<file path="src/hdl/utfhx_pkg.sv">
// utfhx_pkg: shared item types, constants and hex spelling helper
// used by every module of the utf8_to_utf16be_hex block; no dependencies
`timescale 1ns / 1ps

package utfhx_pkg;

    localparam logic [20:0] CP_SUPP  = 21'h10000;
    localparam logic [15:0] HI_BASE  = 16'hD800;
    localparam logic [15:0] LO_BASE  = 16'hDC00;
    localparam logic [6:0]  ASCII_0  = 7'h30;
    localparam logic [6:0]  ASCII_A  = 7'h41;

    typedef struct packed {
        logic [7:0] byte_in;
        logic       string_end;
    } t_in;

    typedef struct packed {
        logic [15:0] code_unit;
        logic [6:0]  hex_digit_3;
        logic [6:0]  hex_digit_2;
        logic [6:0]  hex_digit_1;
        logic [6:0]  hex_digit_0;
        logic        last_unit;
    } t_out;

    // up to two result items produced by one input item
    typedef struct packed {
        logic [1:0] cnt;
        t_out       item0;
        t_out       item1;
    } t_pair;

    function automatic logic [6:0] hex_ascii(input logic [3:0] nib);
        logic [6:0] r;
        if (nib < 4'd10) begin
            r = ASCII_0 + {3'b000, nib};
        end else begin
            r = ASCII_A + {3'b000, nib - 4'd10};
        end
        return r;
    endfunction

    function automatic t_out make_item(input logic [15:0] unit, input logic last);
        t_out r;
        r.code_unit   = unit;
        r.hex_digit_3 = hex_ascii(unit[15:12]);
        r.hex_digit_2 = hex_ascii(unit[11:8]);
        r.hex_digit_1 = hex_ascii(unit[7:4]);
        r.hex_digit_0 = hex_ascii(unit[3:0]);
        r.last_unit   = last;
        return r;
    endfunction

endpackage

</file>
<file path="src/hdl/utf8_to_utf16be_hex.sv">
// utf8_to_utf16be_hex: utf-8 byte stream to utf-16be code units with hex digits
// path: input register, combinational decode, then the result register
// throughput: one byte per cycle while output is ready; a byte giving a surrogate
// pair or an interrupted lead plus a byte holds the input while its second unit waits
// reset: synchronous active low, clears sequence state and all valids
// depends on utfhx_pkg, utfhx_decode, utfhx_outbuf
`timescale 1ns / 1ps

module utf8_to_utf16be_hex (
    input  logic            i_clk,
    input  logic            i_rst_n,
    input  logic            i_in_valid,
    input  utfhx_pkg::t_in  i_in_data,
    output logic            o_in_ready,
    output logic            o_out_valid,
    output utfhx_pkg::t_out o_out_data,
    input  logic            i_out_ready
);
    import utfhx_pkg::*;

    logic  r_in_vld;
    t_in   r_in;
    t_pair pair;
    logic  adv;
    logic  free;

    assign adv        = r_in_vld && ((pair.cnt == 2'd0) || free);
    assign o_in_ready = !r_in_vld || adv;

    always_ff @(posedge i_clk) begin
        if (!i_rst_n) begin
            r_in_vld <= 1'b0;
        end else if (o_in_ready) begin
            r_in_vld <= i_in_valid;
        end
    end

    always_ff @(posedge i_clk) begin
        if (o_in_ready && i_in_valid) begin
            r_in <= i_in_data;
        end
    end

    utfhx_decode u_decode (
        .i_clk   (i_clk),
        .i_rst_n (i_rst_n),
        .i_in    (r_in),
        .i_adv   (adv),
        .o_pair  (pair)
    );

    utfhx_outbuf u_outbuf (
        .i_clk   (i_clk),
        .i_rst_n (i_rst_n),
        .i_load  (adv && (pair.cnt != 2'd0)),
        .i_pair  (pair),
        .i_ready (i_out_ready),
        .o_valid (o_out_valid),
        .o_data  (o_out_data),
        .o_free  (free)
    );

`ifndef SYNTHESIS
    a_pair_last: assert property (@(posedge i_clk) disable iff (!i_rst_n)
        (r_in_vld && pair.cnt == 2'd2) |->
            (!pair.item0.last_unit && pair.item1.last_unit))
        else $error("pair last flags wrong");

    a_in_hold: assert property (@(posedge i_clk) disable iff (!i_rst_n)
        (r_in_vld && !adv) |=> (r_in_vld && $stable(r_in)))
        else $error("input register lost item");

    a_stall_full: assert property (@(posedge i_clk) disable iff (!i_rst_n)
        !o_in_ready |-> (r_in_vld && o_out_valid))
        else $error("input stalled with no pending result");
`endif

endmodule

</file>
<file path="src/hdl/utfhx_decode.sv">
// utfhx_decode: utf-8 sequence state and per-byte decode into utf-16 units
// depends on utfhx_pkg
`timescale 1ns / 1ps

module utfhx_decode (
    input  logic             i_clk,
    input  logic             i_rst_n,
    input  utfhx_pkg::t_in   i_in,
    input  logic             i_adv,
    output utfhx_pkg::t_pair o_pair
);
    import utfhx_pkg::*;

    logic [20:0] r_pc,   n_pc;
    logic [1:0]  r_pend, n_pend;
    logic [7:0]  r_lead, n_lead;

    logic [7:0]  b;
    logic        s_end;
    logic        cont;
    logic        f_lead;
    logic        f_emit;
    logic [20:0] f_pc;
    logic [1:0]  f_pend;
    logic [20:0] cp;
    logic [20:0] off;
    logic        supp;
    logic [15:0] u0, u1;
    logic [1:0]  cnt;

    assign b      = i_in.byte_in;
    assign s_end  = i_in.string_end;
    assign cont   = (b[7:6] == 2'b10);
    assign f_lead = (b >= 8'hC0) && (b < 8'hF8);
    assign f_emit = !f_lead || s_end;
    assign cp     = {r_pc[14:0], b[5:0]};
    assign supp   = |cp[20:16];
    assign off    = cp - CP_SUPP;

    // state left by a byte handled with nothing pending
    always_comb begin
        f_pc   = '0;
        f_pend = 2'd0;
        if (f_lead && !s_end) begin
            if (!b[5]) begin
                f_pc   = {16'd0, b[4:0]};
                f_pend = 2'd1;
            end else if (!b[4]) begin
                f_pc   = {17'd0, b[3:0]};
                f_pend = 2'd2;
            end else begin
                f_pc   = {18'd0, b[2:0]};
                f_pend = 2'd3;
            end
        end
    end

    always_comb begin
        n_pc   = r_pc;
        n_pend = r_pend;
        n_lead = r_lead;
        u0     = '0;
        u1     = '0;
        cnt    = 2'd0;
        if (r_pend == 2'd0) begin
            n_pc   = f_pc;
            n_pend = f_pend;
            if (f_lead) begin
                n_lead = b;
            end
            if (f_emit) begin
                u0  = {8'h00, b};
                cnt = 2'd1;
            end
        end else if (cont) begin
            n_pc   = cp;
            n_pend = r_pend - 2'd1;
            if (r_pend == 2'd1) begin
                n_pc = '0;
                if (supp) begin
                    u0  = HI_BASE + {5'd0, off[20:10]};
                    u1  = LO_BASE + {6'd0, off[9:0]};
                    cnt = 2'd2;
                end else begin
                    u0  = cp[15:0];
                    cnt = 2'd1;
                end
            end else if (s_end) begin
                u0     = {8'h00, r_lead};
                cnt    = 2'd1;
                n_pc   = '0;
                n_pend = 2'd0;
            end
        end else begin
            // interrupted sequence: lead byte first, then the new byte afresh
            u0     = {8'h00, r_lead};
            cnt    = 2'd1;
            n_pc   = f_pc;
            n_pend = f_pend;
            if (f_lead) begin
                n_lead = b;
            end
            if (f_emit) begin
                u1  = {8'h00, b};
                cnt = 2'd2;
            end
        end
    end

    always_comb begin
        o_pair.cnt   = cnt;
        o_pair.item0 = make_item(u0, cnt == 2'd1);
        o_pair.item1 = make_item(u1, 1'b1);
    end

    always_ff @(posedge i_clk) begin
        if (!i_rst_n) begin
            r_pc   <= '0;
            r_pend <= 2'd0;
            r_lead <= '0;
        end else if (i_adv) begin
            r_pc   <= n_pc;
            r_pend <= n_pend;
            r_lead <= n_lead;
        end
    end

endmodule

</file>
<file path="src/hdl/utfhx_outbuf.sv">
// utfhx_outbuf: result register holding up to two items of one input byte
// depends on utfhx_pkg
`timescale 1ns / 1ps

module utfhx_outbuf (
    input  logic             i_clk,
    input  logic             i_rst_n,
    input  logic             i_load,
    input  utfhx_pkg::t_pair i_pair,
    input  logic             i_ready,
    output logic             o_valid,
    output utfhx_pkg::t_out  o_data,
    output logic             o_free
);
    import utfhx_pkg::*;

    logic r_vld;
    logic r_two;
    t_out r_q0;
    t_out r_q1;

    assign o_valid = r_vld;
    assign o_data  = r_q0;
    assign o_free  = !r_vld || (i_ready && !r_two);

    always_ff @(posedge i_clk) begin
        if (!i_rst_n) begin
            r_vld <= 1'b0;
            r_two <= 1'b0;
        end else if (i_load) begin
            r_vld <= 1'b1;
            r_two <= (i_pair.cnt == 2'd2);
        end else if (r_vld && i_ready) begin
            r_vld <= r_two;
            r_two <= 1'b0;
        end
    end

    always_ff @(posedge i_clk) begin
        if (i_load) begin
            r_q0 <= i_pair.item0;
            r_q1 <= i_pair.item1;
        end else if (r_vld && i_ready && r_two) begin
            r_q0 <= r_q1;
        end
    end

endmodule

</file>
<file path="config.mk">
export PLATFORM = sky130hd
export DESIGN_NAME = utf8_to_utf16be_hex
export DESIGN_NICKNAME = d
export VERILOG_FILES = /design/src/hdl/utfhx_pkg.sv /design/src/hdl/utf8_to_utf16be_hex.sv /design/src/hdl/utfhx_decode.sv /design/src/hdl/utfhx_outbuf.sv
export SDC_FILE = /design/constraint.sdc
export NUM_CORES = 1
export LEC_CHECK = 0
export ABC_AREA = 0
export BUFFER_PORTS_ARGS = -buffer_cell sky130_fd_sc_hd__buf_2
export CAP_MARGIN = 20
export CORE_ASPECT_RATIO = 1.2
export CORE_MARGIN = 1.5
export CORE_UTILIZATION = 50
export CTS_CLUSTER_SIZE = 40
export DETAILED_ROUTE_END_ITERATION = 7
export HOLD_SLACK_MARGIN = 0.1
export PLACE_DENSITY = 0.69
export SLEW_MARGIN = 20
export SYNTH_ARGS = -nofsm -noshare
export SYNTH_HDL_FRONTEND = slang
export SYNTH_SLANG_ARGS = --single-unit
</file>
<file path="constraint.sdc">
create_clock -name i_clk -period 3.25 [get_ports i_clk]
set_input_delay 0.4875 -clock i_clk [delete_from_list [all_inputs] [get_ports i_clk]]
set_output_delay 0.4875 -clock i_clk [all_outputs]
set_load 0.005 [all_outputs]
</file>
# ---- Yosys cells after proc, flatten, opt, wreduce, memory -nomap -nowiden
# Index checks and enable logic that the tools add are counted.
dict set report totals {
  reg_bits 126
}
dict set report op_classes {
  add_sub_neg 28
  n_lt_le_gt_ge 10
  n_eq_ne 5
  mux 48
  reduce_logical 24
}
# cell count
set ops {}
lappend ops {{two-way mux 16 bit} 8}
lappend ops {{two-way mux 45 bit} 2}
lappend ops {{two-way mux 15 bit} 5}
lappend ops {{adder 6 x 4 -> 7 bit (first input constant)} 8}
lappend ops {{adder 7 x 4 -> 7 bit (first input constant)} 8}
lappend ops {{two-way mux 7 bit} 8}
lappend ops {{two-way mux 8 bit} 5}
lappend ops {{< comparator 4 bit (second input constant)} 8}
lappend ops {{subtractor 4 bit (second input constant)} 8}
lappend ops {{two-way mux 2 bit} 11}
lappend ops {{subtractor 21 x 17 -> 21 bit (second input constant)} 1}
lappend ops {{adder 15 x 11 -> 16 bit (first input constant)} 1}
lappend ops {{adder 15 x 12 -> 16 bit (first input constant)} 1}
lappend ops {{greater-or-equal comparator 8 bit (second input constant)} 1}
lappend ops {{logical AND 1 bit} 8}
lappend ops {{< comparator 8 bit (second input constant)} 1}
lappend ops {{two-way mux 1 bit} 7}
lappend ops {{nonzero test 2 bit} 3}
lappend ops {{logical NOT 1 bit} 5}
lappend ops {{two-way mux 5 bit} 1}
lappend ops {{OR reduction 5 bit} 1}
lappend ops {{== test 2 x 1 -> 1 bit (second input constant)} 2}
lappend ops {{== test 2 bit (second input constant)} 2}
lappend ops {{logical NOT 2 bit} 2}
lappend ops {{5 further kinds} 8}

# ---- Depth between registers and ports, before layout
# Gate-level depths: netlist of run 1.
dict set report logic_depth {
  word_depth 12
  ltp_mapped 13
  ltp_nobuf 11
}

# ---- Modules after synthesis
# Synthesis of run 1 repeated with hierarchy kept, for this count alone.
dict set report hier_totals {
  hier_cells 514
  hier_area_um2 6388.6
}
# module instances cells_per_inst area_per_inst_um2 seq_area_each_um2
set modules_own_cells {}
lappend modules_own_cells {utfhx_outbuf 1 152 3464.6 2742.6}
lappend modules_own_cells {utfhx_decode 1 343 2582.5 500.5}
lappend modules_own_cells {utf8_to_utf16be_hex 1 19 341.6 290.3}

# ---- Least setup slack after synthesis of run 1
# OpenSTA, ideal clock, no wires.
dict set report synth_path {
  kind {reg-to-reg}
  startpoint {reg u_decode.r_pend[1]}
  endpoint {reg u_outbuf.r_q0, in the netlist u_outbuf.o_data[0] (enable)}
  setup_time_ns 0.564
  arrival_ns 2.399
  setup_slack_ns 0.287
  stages_incl_launch_ff 8
  n_path_buf 2
  period_less_slack_ns 2.963
  path_cell_list {dfxtp_1 > inv_1 > ha_1 > nor4_2 > or2_1 > buf_2 > clkbuf_1 > nand2_1}
}
dict set report synth_via {
  elab_chain_len 9
  word_cells_on_any_way 11
  cone_classes {eq/ne (1); mux (3); reduce/logical (7)}
}
# element line_no
set synth_lines {}
lappend synth_lines {{from (decl)} utfhx_decode.sv:15} ;# logic [1:0] r_pend, n_pend;
lappend synth_lines {{from (signal assigned)} utfhx_decode.sv:123} ;# r_pend <= n_pend;
lappend synth_lines {{== test 2 x 1 -> 1 bit} utfhx_decode.sv:78} ;# if (r_pend == 2'd1) begin
lappend synth_lines {{two-way mux 2 bit} utfhx_decode.sv:78}
lappend synth_lines {{two-way mux 2 bit} utfhx_decode.sv:75} ;# end else if (cont) begin
lappend synth_lines {{two-way mux 2 bit (*)} utfhx_decode.sv:65} ;# if (r_pend == 2'd0) begin
lappend synth_lines {{logical NOT 2 bit} utf8_to_utf16be_hex.sv:27} ;# assign adv = r_in_vld && ((pair.cnt == 2'd0) || free);
lappend synth_lines {{logical OR 1 bit} utf8_to_utf16be_hex.sv:27}
lappend synth_lines {{logical AND 1 bit} utf8_to_utf16be_hex.sv:27}
lappend synth_lines {{logical AND 1 bit (*)} utf8_to_utf16be_hex.sv:55} ;# .i_load (adv && (pair.cnt != 2'd0)),
lappend synth_lines {{nonzero test 2 bit (no source line) (*)} --}
lappend synth_lines {{to (signal assigned)} utfhx_outbuf.sv:41} ;# r_q0 <= i_pair.item0;
lappend synth_lines {{to (signal assigned)} utfhx_outbuf.sv:44} ;# r_q0 <= r_q1;
lappend synth_lines {{to (decl)} utfhx_outbuf.sv:19} ;# t_out r_q0;
# Mark *: on every way between the ends. The rest lies on a longest branch, timed or not.
# A chain may end at the register's enable or synchronous reset.

# ---- Worst setup path in the final report of run 1
dict set report layout_path {
  startpoint {reg u_decode.r_pend[0]}
  endpoint {reg u_outbuf.r_q0, in the netlist u_outbuf.o_data[10] (data pin)}
}
dict set report layout_via {
  elab_chain_len 9
  word_cells_on_any_way 19
  cone_classes {add/sub (3); order compare (1); eq/ne (1); mux (8); reduce/logical (6)}
}
# element line_no
set layout_lines {}
lappend layout_lines {{parallel branches: the longest is 8 deep, another holds adder 7 x 4 -> 7 bit} --}
lappend layout_lines {{two-way mux 45 bit (*)} utfhx_outbuf.sv:40} ;# if (i_load) begin
# Every way passes the cells marked *.

==> reports/qor.yml, run 1 <==
setup_path:
  cp_num_buf_inv: 2
  reg2reg_slack_ps: 300
  path_cells: "inv_1 > ha_1 > nand4bb_1 > o211ai_1 > inv_1 > ha_1 > xnor2_1 > o21ai_0 > o21ai_0"
  cpPeakStageDelay_ps: 550
  arrival_ps: 3100
  cpMaxStageDelayCell: "o211ai_1"
  crit_required_ps: 3400
  crit_family: "compound AO/OA/AOI/OAI gates"
  cp-start-kind: "flop"
  end_kind: "flop"
  critPathKind: "reg2reg"
  cp_max_fo: 10
sta:
  worst_pin_slew_ps: 1020
  skew_ps: 9.49
  rsz0062_at_grt: "no"
  fmax_mhz: 339
  slew_violations: 0
  finalHoldViolations: 0
  min_period_ps: 2950
  fin_tns_setup_ps: 0
  setup_viol: 0
  final.period_utilization_pct: 90.8
  slew_headroom_pct: 31.7
  fin_hold_ws_ps: 247
floorplan:
  io_pins: 60
  die_w_um: 101
  die_area_um2: 12200
  start_util_pct: 51.9
  die_h_um: 121
  rows: 42
  coreArea_um2: 11100
synthesis:
  syn-instance-count: 551
  synth-seq-cells: 116
  syn_area_um2: 5780
  synth-edff-count: 88
  ys_async_sr_fraction_pct: 0
  synth_flop_cell: "edfxtp_1"
  yosysSeqAreaShare_pct: 55.4
  syn_area_per_cell_um2: 10.5
  synth_top_area_cell: "edfxtp_1"
  synth_top_area_share_pct: 45.7
  yosysWarnings: 0
  synthTopCellsByCount: "edfxtp_1, nand2_1, o21ai_0"
  post-synth-top-count-cell: "edfxtp_1"
  ys_types: 63
  yosys-top-cells-area: "edfxtp_1, dfxtp_1, nand2_1"
finish:
  final_layout_size_suffix_gt1_share_pct: 20.0
  area_delta_synth_final_pct: 18.8
  num-nets-final: 644
  antenna_cells: 0
  fin_cells: 779
place:
  place.gp.congestion: 0.924
  dp_hpwl_mm: 8.78
  port_buffers: 59
  dp_cells: 748
clock_tree:
  clock_latency_ps: 410
  hold_buffers: 0
  cts_made_buffers: 17
  ctsHtreeMaxLevel: 4
  cts_setup_buffers: 0
  cts_tree: "yes"
  max-clock-path-buffers: 2
  root_buffer: "clkbuf_16"
  clock_sinks: 116
  ctsResizeCount: 0
  cts.clk_slew.worst_paths_ps: 50
grt:
  grt_max_degree: 54
  grt_pass1_wl_mm: 20.2
  antenna_found_initial: 0
  grt-ovfl-total: 0
  grt_use_total_pct: 22.0
  grt_pass1_vias: 4048
route:
  routedWlPerCell_um: 16.1
  wirelength_mm: 12.5
  remaining_drc_errors: 0
  vias: 4215
  antenna_left: 0
  drt_first_pass_iters: 5
  drtIter0Drc: 283
  viasPerCell: 5.41
status:
  status: "finished clean"
pwr:
  irDropWorstVdd_mv: 0.416
  leakagePower_nw: 2.67
  p_per_area_nw_per_um2: 587
worst_hold_path:
  hold_path.class: "in2reg"
job:
  drv_cap: 0
==> sequential cells by signal (all words and copies together) (netlist names) <==
register          cells
r_in                  9
r_in_vld              1
u_decode.r_lead       8
u_decode.r_pc        15
u_decode.r_pend       2
u_outbuf.o_data      45
u_outbuf.o_valid      1
u_outbuf.r_q1        34
u_outbuf.r_two        1
==> layout by cell type, fill, tap and decap left out, types with 10 or more instances in the layout <==
cell	count
a21boi_0	20
ha_1	18
dfxtp_1	28
buf_4	14
nand3_1	23
o21ai_0	33
clkbuf_16	17
buf_2	59
edfxtp_1	88
nand2_1	77
inv_1	31
mux2i_1	11
a21oi_1	26
nor2b_1	10
nor2_1	32
==> logic make-up (layout without fill, tap and decap cells) <==
group	Yosys count	in the layout	synth area share (%)
flip-flops	116	116	55.4
other	1	2	0.0649
buffers and inverters	65	138	4.53
AO/OA/AOI/OAI	141	141	16.4
multiplexers	13	13	2.30
adder cells (fa/ha/maj)	18	18	3.90
AND/OR/NAND/NOR	185	185	15.6
XOR/XNOR	12	12	1.82
==> metal layers <==
layer | routed length [um] | share of wire [%] | GRT usage [%]
met5 | 0 | 0 | 0
met4 | 308 | 2.5 | 10.8
met3 | 588 | 4.7 | 4.22
met2 | 5960 | 48 | 35.2
met1 | 5650 | 45 | 28.6
==> layout make-up <==
cell class | instances | area (um^2)
Fill cell | 937 | 4280
Sequential cell | 116 | 3200
Multi-Input combinational cell | 371 | 2320
Clock buffer | 19 | 433
Timing Repair Buffer | 73 | 400
Tap cell | 154 | 193
Clock inverter | 12 | 186
Inverter | 34 | 128
==> path summary, 6_finish.rpt <==
path,from,to,cells past startpoint
min reg2reg,u_decode.r_lead[6],u_decode.r_lead[6],2
max,u_decode.r_pend[0],u_outbuf.o_data[10],9
min,i_in_data[6],r_in[6],1
max reg2reg,u_decode.r_pend[0],u_outbuf.o_data[10],9
==> report_power, final <==
group	internal, W	total [W]	switching, W	leakage (nW)
combinational	0.000132	0.000363	0.000231	1.35
clock	0.00134	0.00196	0.000621	0.295
sequential	0.00167	0.00170	0.0000268	1.03
==> through the flow <==
step | setup WS [ps] | instance area (um^2) | util, % | total power (W)
2_1_floorplan | 287 | 5780 | - | 0.00197
3_3_place_gp | 372 | 6240 | 56.0 | 0.00208
3_5_place_dp | 265 | 6240 | 56.0 | 0.00209
4_1_cts | 211 | 6860 | 61.6 | 0.00405
5_1_grt | 52.2 | 6860 | 61.6 | 0.00417
6_report | 300 | 6860 | 61.6 | 0.00403
Power figures use the tool's default switching activity.
==> inputs of run 2 (changes only) <==
--- a/config.mk
+++ b/config.mk
@@ -15,7 +15,7 @@
 export DETAILED_ROUTE_END_ITERATION = 7
 export HOLD_SLACK_MARGIN = 0.1
 export PLACE_DENSITY = 0.69
-export SLEW_MARGIN = 20
 export SYNTH_ARGS = -nofsm -noshare
 export SYNTH_HDL_FRONTEND = slang
+export SYNTH_HIERARCHICAL = 1
 export SYNTH_SLANG_ARGS = --single-unit
==> constraint.sdc (replaced) <==
create_clock -name i_clk -period 3.25 [get_ports i_clk]
set_input_delay 0.1625 -clock i_clk [delete_from_list [all_inputs] [get_ports i_clk]]
set_output_delay 0.1625 -clock i_clk [all_outputs]
set_load 0.005 [all_outputs]
==> run 2 against run 1 <==
- synthesized area grew 11%
- clock-buffer cell count grew 1
- utilization shrank 1.2 points
- critical endpoint is now u_outbuf/o_data[3]
- highest routed layer unchanged
- hold slack lost 56 ps
==> reports/qor.yml, run 2 <==
status:
  status: "finished clean"
synthesis:
  syn_area_per_cell_um2: 12.4  # +19%
  yosysWarnings: 6  # +6
  synth_top_area_cell: "edfxtp_1"
  synth-edff-count: 99  # +13%
  yosysSeqAreaShare_pct: 55.3  # -0.13 points
  synth-seq-cells: 127  # +9.5%
  synthTopCellsByCount: "edfxtp_1, inv_1, mux2_4, nand2_1, dfxtp_1"
  post-synth-top-count-cell: "edfxtp_1"
  ys_async_sr_fraction_pct: 0  # unchanged
  ys_types: 62  # -1.6%
  syn_area_um2: 6390  # +11%
  synth_flop_cell: "edfxtp_1"
  synthXorXnorAreaFrac_pct: 2.74  # +0.92 points
  synth_top_family_by_area: "multiplexers"
  synthSimpleGateAreaFrac_pct: 9.73  # -5.8 points
  synth.area.mux_share_pct: 11.4  # +9.1 points
  yosys-top-cells-area: "edfxtp_1, dfxtp_1, mux2_4"
  synthAdderAreaFrac_pct: 4.50  # +0.61 points
  synth-compound-area-share_pct: 10.4  # -6.0 points
  synth_top_area_share_pct: 46.5  # +0.80 points
  syn-instance-count: 514  # -6.7%
finish:
  antenna_cells: 0  # unchanged
  layout_common_cells: "edfxtp_1, buf_2, inv_1, mux2_4, nand2_1"
  fin_cells: 774  # -0.64%
  fin_util_pct: 60.4  # -1.2 points
  num-nets-final: 634  # -1.6%
  final_layout_size_suffix_gt1_share_pct: 28.9  # +8.9 points
  multi_input_area_um2: 2530  # +9.2%
  final_common_cell: "edfxtp_1"
  area_delta_synth_final_pct: 18.6
  fill_cells: 981  # +4.7%
  regArea_um2: 3530  # +10%
route:
  wirelength_mm: 12.0  # -4.1%
  drt_first_pass_iters: 6  # +1
  remaining_drc_errors: 0  # unchanged
  vias: 4129  # -2.0%
  antenna_left: 0  # unchanged
  routedWlPerCell_um: 15.5  # -3.5%
  viasPerCell: 5.33  # -1.4%
  drtIter0Drc: 243  # -14%
floorplan:
  coreArea_um2: 12600  # +13%
  io_pins: 60  # unchanged
  die_h_um: 127  # +5.0%
  rows: 45  # +7.1%
  start_util_pct: 50.9  # -0.98 points
  die_w_um: 106  # +5.0%
  die_area_um2: 13500  # +10%
place:
  dp_cells: 729  # -2.5%
  dp_hpwl_mm: 8.47  # -3.5%
  dp_slack_ps: -1.21  # -266 ps
  place.gp.congestion: 0.963  # +4.2%
  port_buffers: 59  # unchanged
sta:
  rsz0062_at_grt: "no"
  final.period_utilization_pct: 93.7  # +2.9 points
  slew_headroom_pct: 53.3  # +22 points
  fin_hold_ws_ps: 191  # -56.5 ps
  setup_ws_ps: 205  # -94.6 ps
  fin_tns_setup_ps: 0  # unchanged
  setup_viol: 0  # unchanged
  fmax_mhz: 328  # -3.1%
  finalHoldViolations: 0  # unchanged
  min_period_ps: 3040  # +94.6 ps
  skew_ps: 9.77  # +0.280 ps
  worst_pin_slew_ps: 694  # -330 ps
  slew_violations: 0  # unchanged
clock_tree:
  clock_latency_ps: 410  # about the same
  root_buffer: "clkbuf_16"
  cts_tree: "yes"
  cts_made_buffers: 17  # unchanged
  max-clock-path-buffers: 2  # unchanged
  clock_sinks: 127  # +9.5%
  cts.clk_slew.worst_paths_ps: 60  # about the same
  ctsHtreeMaxLevel: 4  # unchanged
worst_hold_path:
  hold_path.class: "in2reg"
  hold_path_startpoint: "i_rst_n"
setup_path:
  cp-start-kind: "flop"
  cp.depth: 10  # +1
  reg2reg_slack_ps: 210  # -90 ps
  cp_max_fo: 10  # unchanged
  cp_num_buf_inv: 2  # unchanged
  crit_required_ps: 3410  # about the same
  path_cells: "inv_1 > ha_1 > or4b_4 > mux2_4 > a222oi_1 > buf_4 > ha_1 > xor2_1 > a21oi_1 > mux2_2"
  arrival_ps: 3200  # +100 ps
  startpoint: "u_decode/r_pc[10]"
  end_kind: "flop"
  reg2reg_from: "u_decode/r_pc[10]"
  critPathCapture: "u_outbuf/o_data[3]"
  cpMaxStageDelayCell: "or4b_4"
  crit_family: "multiplexers"
  critPathKind: "reg2reg"
  cpPeakStageDelay_ps: 580  # +30 ps
  worstReg2RegEnd: "u_outbuf/o_data[3]"
  reg2reg_depth: 10  # +1
  crit_top_cell: "ha_1"
pwr:
  leakagePower_nw: 2.96  # +11%
  pwr-share-seq_pct: 46.8  # +4.6 points
  p_sw_share_pct: 22.9  # +1.1 points
  p_comb_share_pct: 11.2  # +2.2 points
  p_clk_share_pct: 42.0  # -6.7 points
  p_switching_w: 0.000923  # +5.1%
  p_per_area_nw_per_um2: 532  # -9.3%
  irDropWorstVdd_mv: 0.276  # -34%
  intPower_w: 0.00311  # -1.1%
grt:
  grt_max_degree: 46  # -15%
  grt_use_total_pct: 18.7  # -3.4 points
  grt_pass1_wl_mm: 19.3  # -4.7%
  grt-ovfl-total: 0  # unchanged
  antenna_found_initial: 0  # unchanged
  grt_pass1_vias: 3995  # -1.3%
job:
  drv_cap: 0  # unchanged
## run 2: what timing repair did
| action | in CTS | in global routing |
|---|---|---|
| gates resized for setup | 0 | 1 |
| pin swaps | 1 | 0 |
| hold buffers | 11 | 0 |
| endpoints found under the setup margin | 1 | 82 |
| setup buffers | 1 | 2 |
| hold endpoints to repair | 11 | 0 |
## run 2: routing by layer
metal | GRT usage, % | up-vias | part of all wire (%)
met3 | 5.04 | 18 | 4.5
li1 | - | 2019 | -
met4 | 7.55 | 0 | 1.9
met2 | 31.2 | 115 | 50
met1 | 22.9 | 1977 | 43
met5 | 0 | - | 0
## run 2: power groups by stage
stage | clock [W] | sequential (W) | combinational, W
final | 0.00169 | 0.00189 | 0.000453
after global routing | 0.00180 | 0.00189 | 0.000498
after floorplan | 0 | 0.00191 | 0.000315
after global placement | 0 | 0.00192 | 0.000430
after detailed placement | 0 | 0.00192 | 0.000442
after CTS | 0.00172 | 0.00189 | 0.000455
## run 2: layout make-up
class	instances	area share (%)
flip-flops and latches	127	46.6
multi-input cells	317	33.4
repair buffers	97	8.35
clock buffers	20	5.76
well taps	164	2.71
inverters	38	1.88
clock inverters	11	1.25
## run 2: worst min path at each step
stage	endpoint	slack (ps)	depth (start not counted)
6_report	r_in_vld	190	2
5_1_grt	r_in_vld	210	2
4_1_cts	r_in_vld	180	2
3_5_place_dp	r_in[2]	340	1
3_3_place_gp	r_in[5]	340	1
2_1_floorplan	r_in[0]	260	0
## run 2: kinds of logic (layout without fill, tap and decap cells)
kind of cell	count (synthesis)	in the layout
other cells	2	5
xor+xnor	20	20
compound gates	100	100
flops	127	127
simple gates	114	114
buf+inv	73	166
mux	55	55
fa+ha+maj	23	23
## run 2: worst register-to-register path, stage by stage (launching register included)
cell      delay (ps)
dfxtp_1          320
inv_1             80
ha_1             230
or4b_4           580
mux2_4           330
a222oi_1         300
buf_4            180
ha_1             250
xor2_1           160
a21oi_1           90
mux2_2           260
## run 2: through the flow
step	power [W]	instance area, um^2
2_1_floorplan	0.00223	6430
3_3_place_gp	0.00235	6910
3_5_place_dp	0.00236	6910
4_1_cts	0.00407	7560
5_1_grt	0.00419	7580
6_report	0.00403	7580
==> inputs of run 3 (changes only) <==
--- a/config.mk
+++ b/config.mk
@@ -15,6 +15,7 @@
 export DETAILED_ROUTE_END_ITERATION = 7
 export HOLD_SLACK_MARGIN = 0.1
 export PLACE_DENSITY = 0.69
+export REMOVE_ABC_BUFFERS = 1
 export SYNTH_ARGS = -nofsm -noshare
 export SYNTH_HDL_FRONTEND = slang
 export SYNTH_HIERARCHICAL = 1
==> run 3 against run 2 <==
- die area is the same
- sequential share of layout area shrank 0.19 points
- first-iteration DRC count grew 3.3%
- power grew 5.4%
- final cell count shrank 0.13%
- critical path type unchanged
- largest cell class unchanged
- highest routed layer unchanged
==> reports/qor.yml, run 3 (synthesis results as in run 2) <==
sta:
  slew_violations: 0  # unchanged
  worst_pin_slew_ps: 676  # -18.1 ps
  skew_ps: 6.02  # -3.76 ps
  finalHoldViolations: 0  # unchanged
  final.period_utilization_pct: 94.3  # +0.58 points
  fin_tns_setup_ps: 0  # unchanged
  min_period_ps: 3060  # +19.0 ps
  fin_hold_ws_ps: 201  # +10.6 ps
  rsz0062_at_grt: "no"
  fmax_mhz: 326  # -0.62%
  slew_headroom_pct: 54.4  # +1.1 points
  setup_viol: 0  # unchanged
clock_tree:
  cts.clk_slew.worst_paths_ps: 60  # about the same
  cts_made_buffers: 17  # unchanged
  ctsHtreeMaxLevel: 4  # unchanged
  cts_setup_buffers: 0  # -1
  clock_latency_ps: 410  # about the same
  max-clock-path-buffers: 2  # unchanged
  clock_sinks: 127  # unchanged
  root_buffer: "clkbuf_16"
  cts_tree: "yes"
floorplan:
  die_w_um: 106  # unchanged
  die_area_um2: 13500  # unchanged
  coreArea_um2: 12600  # unchanged
  io_pins: 60  # unchanged
  start_util_pct: 50.9  # unchanged
  rows: 45  # unchanged
  die_h_um: 127  # unchanged
pwr:
  p_switching_w: 0.000983  # +6.5%
  p_per_area_nw_per_um2: 559  # +5.0%
  p_clk_share_pct: 45.1  # +3.1 points
  p_sw_share_pct: 23.1  # +0.24 points
  irDropWorstVdd_mv: 0.336  # +21%
  p_comb_share_pct: 10.6  # -0.6 points
  intPower_w: 0.00327  # +5.1%
  leakagePower_nw: 2.96  # about the same
  pwr-share-seq_pct: 44.3  # -2.5 points
status:
  status: "finished clean"
grt:
  grt_max_degree: 53  # +15%
  grt_pass1_vias: 4192  # +4.9%
  grt-ovfl-total: 0  # unchanged
  grt_use_total_pct: 19.5  # +0.80 points
  grt_pass1_wl_mm: 20.1  # +4.6%
  antenna_found_initial: 0  # unchanged
setup_path:
  critPathKind: "reg2reg"
  arrival_ps: 3230  # +30 ps
  path_cells: "inv_1 > ha_2 > or4b_4 > mux2_4 > a222oi_1 > ha_1 > xor2_1 > a21oi_1 > mux2_2"
  cp_num_buf_inv: 1  # -1
  cpMaxStageDelayCell: "or4b_4"
  crit_family: "compound AO/OA/AOI/OAI gates"
  cp-start-kind: "flop"
  crit_required_ps: 3420  # about the same
  reg2reg_from: "u_decode/r_pc[10]"
  reg2reg_slack_ps: 190  # -20 ps
  cp_max_fo: 4  # -6
  worstReg2RegEnd: "u_outbuf/o_data[3]"
  end_kind: "flop"
  reg2reg_depth: 9  # -1
  cpPeakStageDelay_ps: 510  # -70 ps
  cp.depth: 9  # -1
route:
  viasPerCell: 5.35  # +0.35%
  drtIter0Drc: 251  # +3.3%
  drt_first_pass_iters: 5  # -1
  vias: 4138  # +0.22%
  antenna_left: 0  # unchanged
  routedWlPerCell_um: 16.1  # +3.6%
  wirelength_mm: 12.4  # +3.5%
  remaining_drc_errors: 0  # unchanged
worst_hold_path:
  hold_path.class: "in2reg"
  hold_path_startpoint: "i_rst_n"
  holdPathEnd: "r_in_vld"
  hold_path_depth: 2  # unchanged
job:
  drv_cap: 0  # unchanged
finish:
  num-nets-final: 632  # -0.32%
  fin_cells: 773  # -0.13%
  final_layout_size_suffix_gt1_share_pct: 29.6  # +0.70 points
  final_common_cell: "edfxtp_1"
  layout_common_cells: "edfxtp_1, buf_2, inv_1, mux2_4, nand2_1"
  antenna_cells: 0  # unchanged
  area_delta_synth_final_pct: 19.1
place:
  port_buffers: 59  # unchanged
  place.gp.congestion: 0.843  # -12%
  dp_hpwl_mm: 8.22  # -2.9%
  dp_cells: 730  # +0.14%
[run 3: cell types whose count changed in the layout (fill, tap and decap cells not counted), moves of 2 or more]
cell,before,now
clkbuf_1,3,1
bufinv_16,1,3
buf_4,25,23
ha_1,23,21
ha_2,0,2
[run 3: final cells by class]
cell class	count	area, um^2
fillers	974	4940
clock inverters	14	166
well taps	164	205
inverters	38	143
clock buffers	18	429
multi-input cells	317	2520
flip-flops and latches	127	3530
repair buffers	95	618
[run 3: how the worst max path moves through the flow]
stage,end,slack [ps],startpoint
floorplan,u_outbuf/o_data[0],-5350,u_decode/r_pc[10]
detailed placement,u_outbuf/o_data[3],170,u_decode/r_pc[10]
global route,u_decode/r_lead[4],50,u_decode/r_pc[10]
finish,u_outbuf/o_data[3],190,u_decode/r_pc[10]
global placement,u_outbuf/o_data[10],260,u_decode/r_pc[10]
CTS,u_outbuf/o_data[3],120,u_decode/r_pc[10]
[run 3: timing repair]
| action | in CTS | in global routing |
|---|---|---|
| hold endpoints to repair | 11 | 0 |
| resized for setup | 0 | 4 |
| hold buffers | 11 | 0 |
| endpoints found under the setup margin | 0 | 8 |
[run 3: power by group through the flow]
| stage | clock network (W) | logic [W] | registers, W |
|---|---|---|---|
| CTS | 0.00194 | 0.000453 | 0.00189 |
| finish | 0.00192 | 0.000451 | 0.00188 |
| global placement | 0 | 0.000428 | 0.00192 |
| detailed placement | 0 | 0.000440 | 0.00192 |
| global route | 0.00201 | 0.000494 | 0.00189 |
| floorplan | 0 | 0.000303 | 0.00193 |
[run 3: metal layers]
metal  global-route usage, %  up-vias  part of all wire [%]
li1                        -     2015                     -
met1                    21.9     2001                    41
met2                    35.0       97                    53
met3                    4.88       25                   3.8
met4                    7.95        0                   2.1
met5                       0        -                     0
[run 3: stage by stage]
step                cell area [um^2]  setup WS (ps)  util [%]  power [W]
floorplan                       6170          -5350         -    0.00223
global placement                6900            261      54.9    0.00234
detailed placement              6900            170      54.9    0.00236
CTS                             7600            125      60.5    0.00428
global route                    7610           53.6      60.6    0.00440
finish                          7610            186      60.6    0.00425
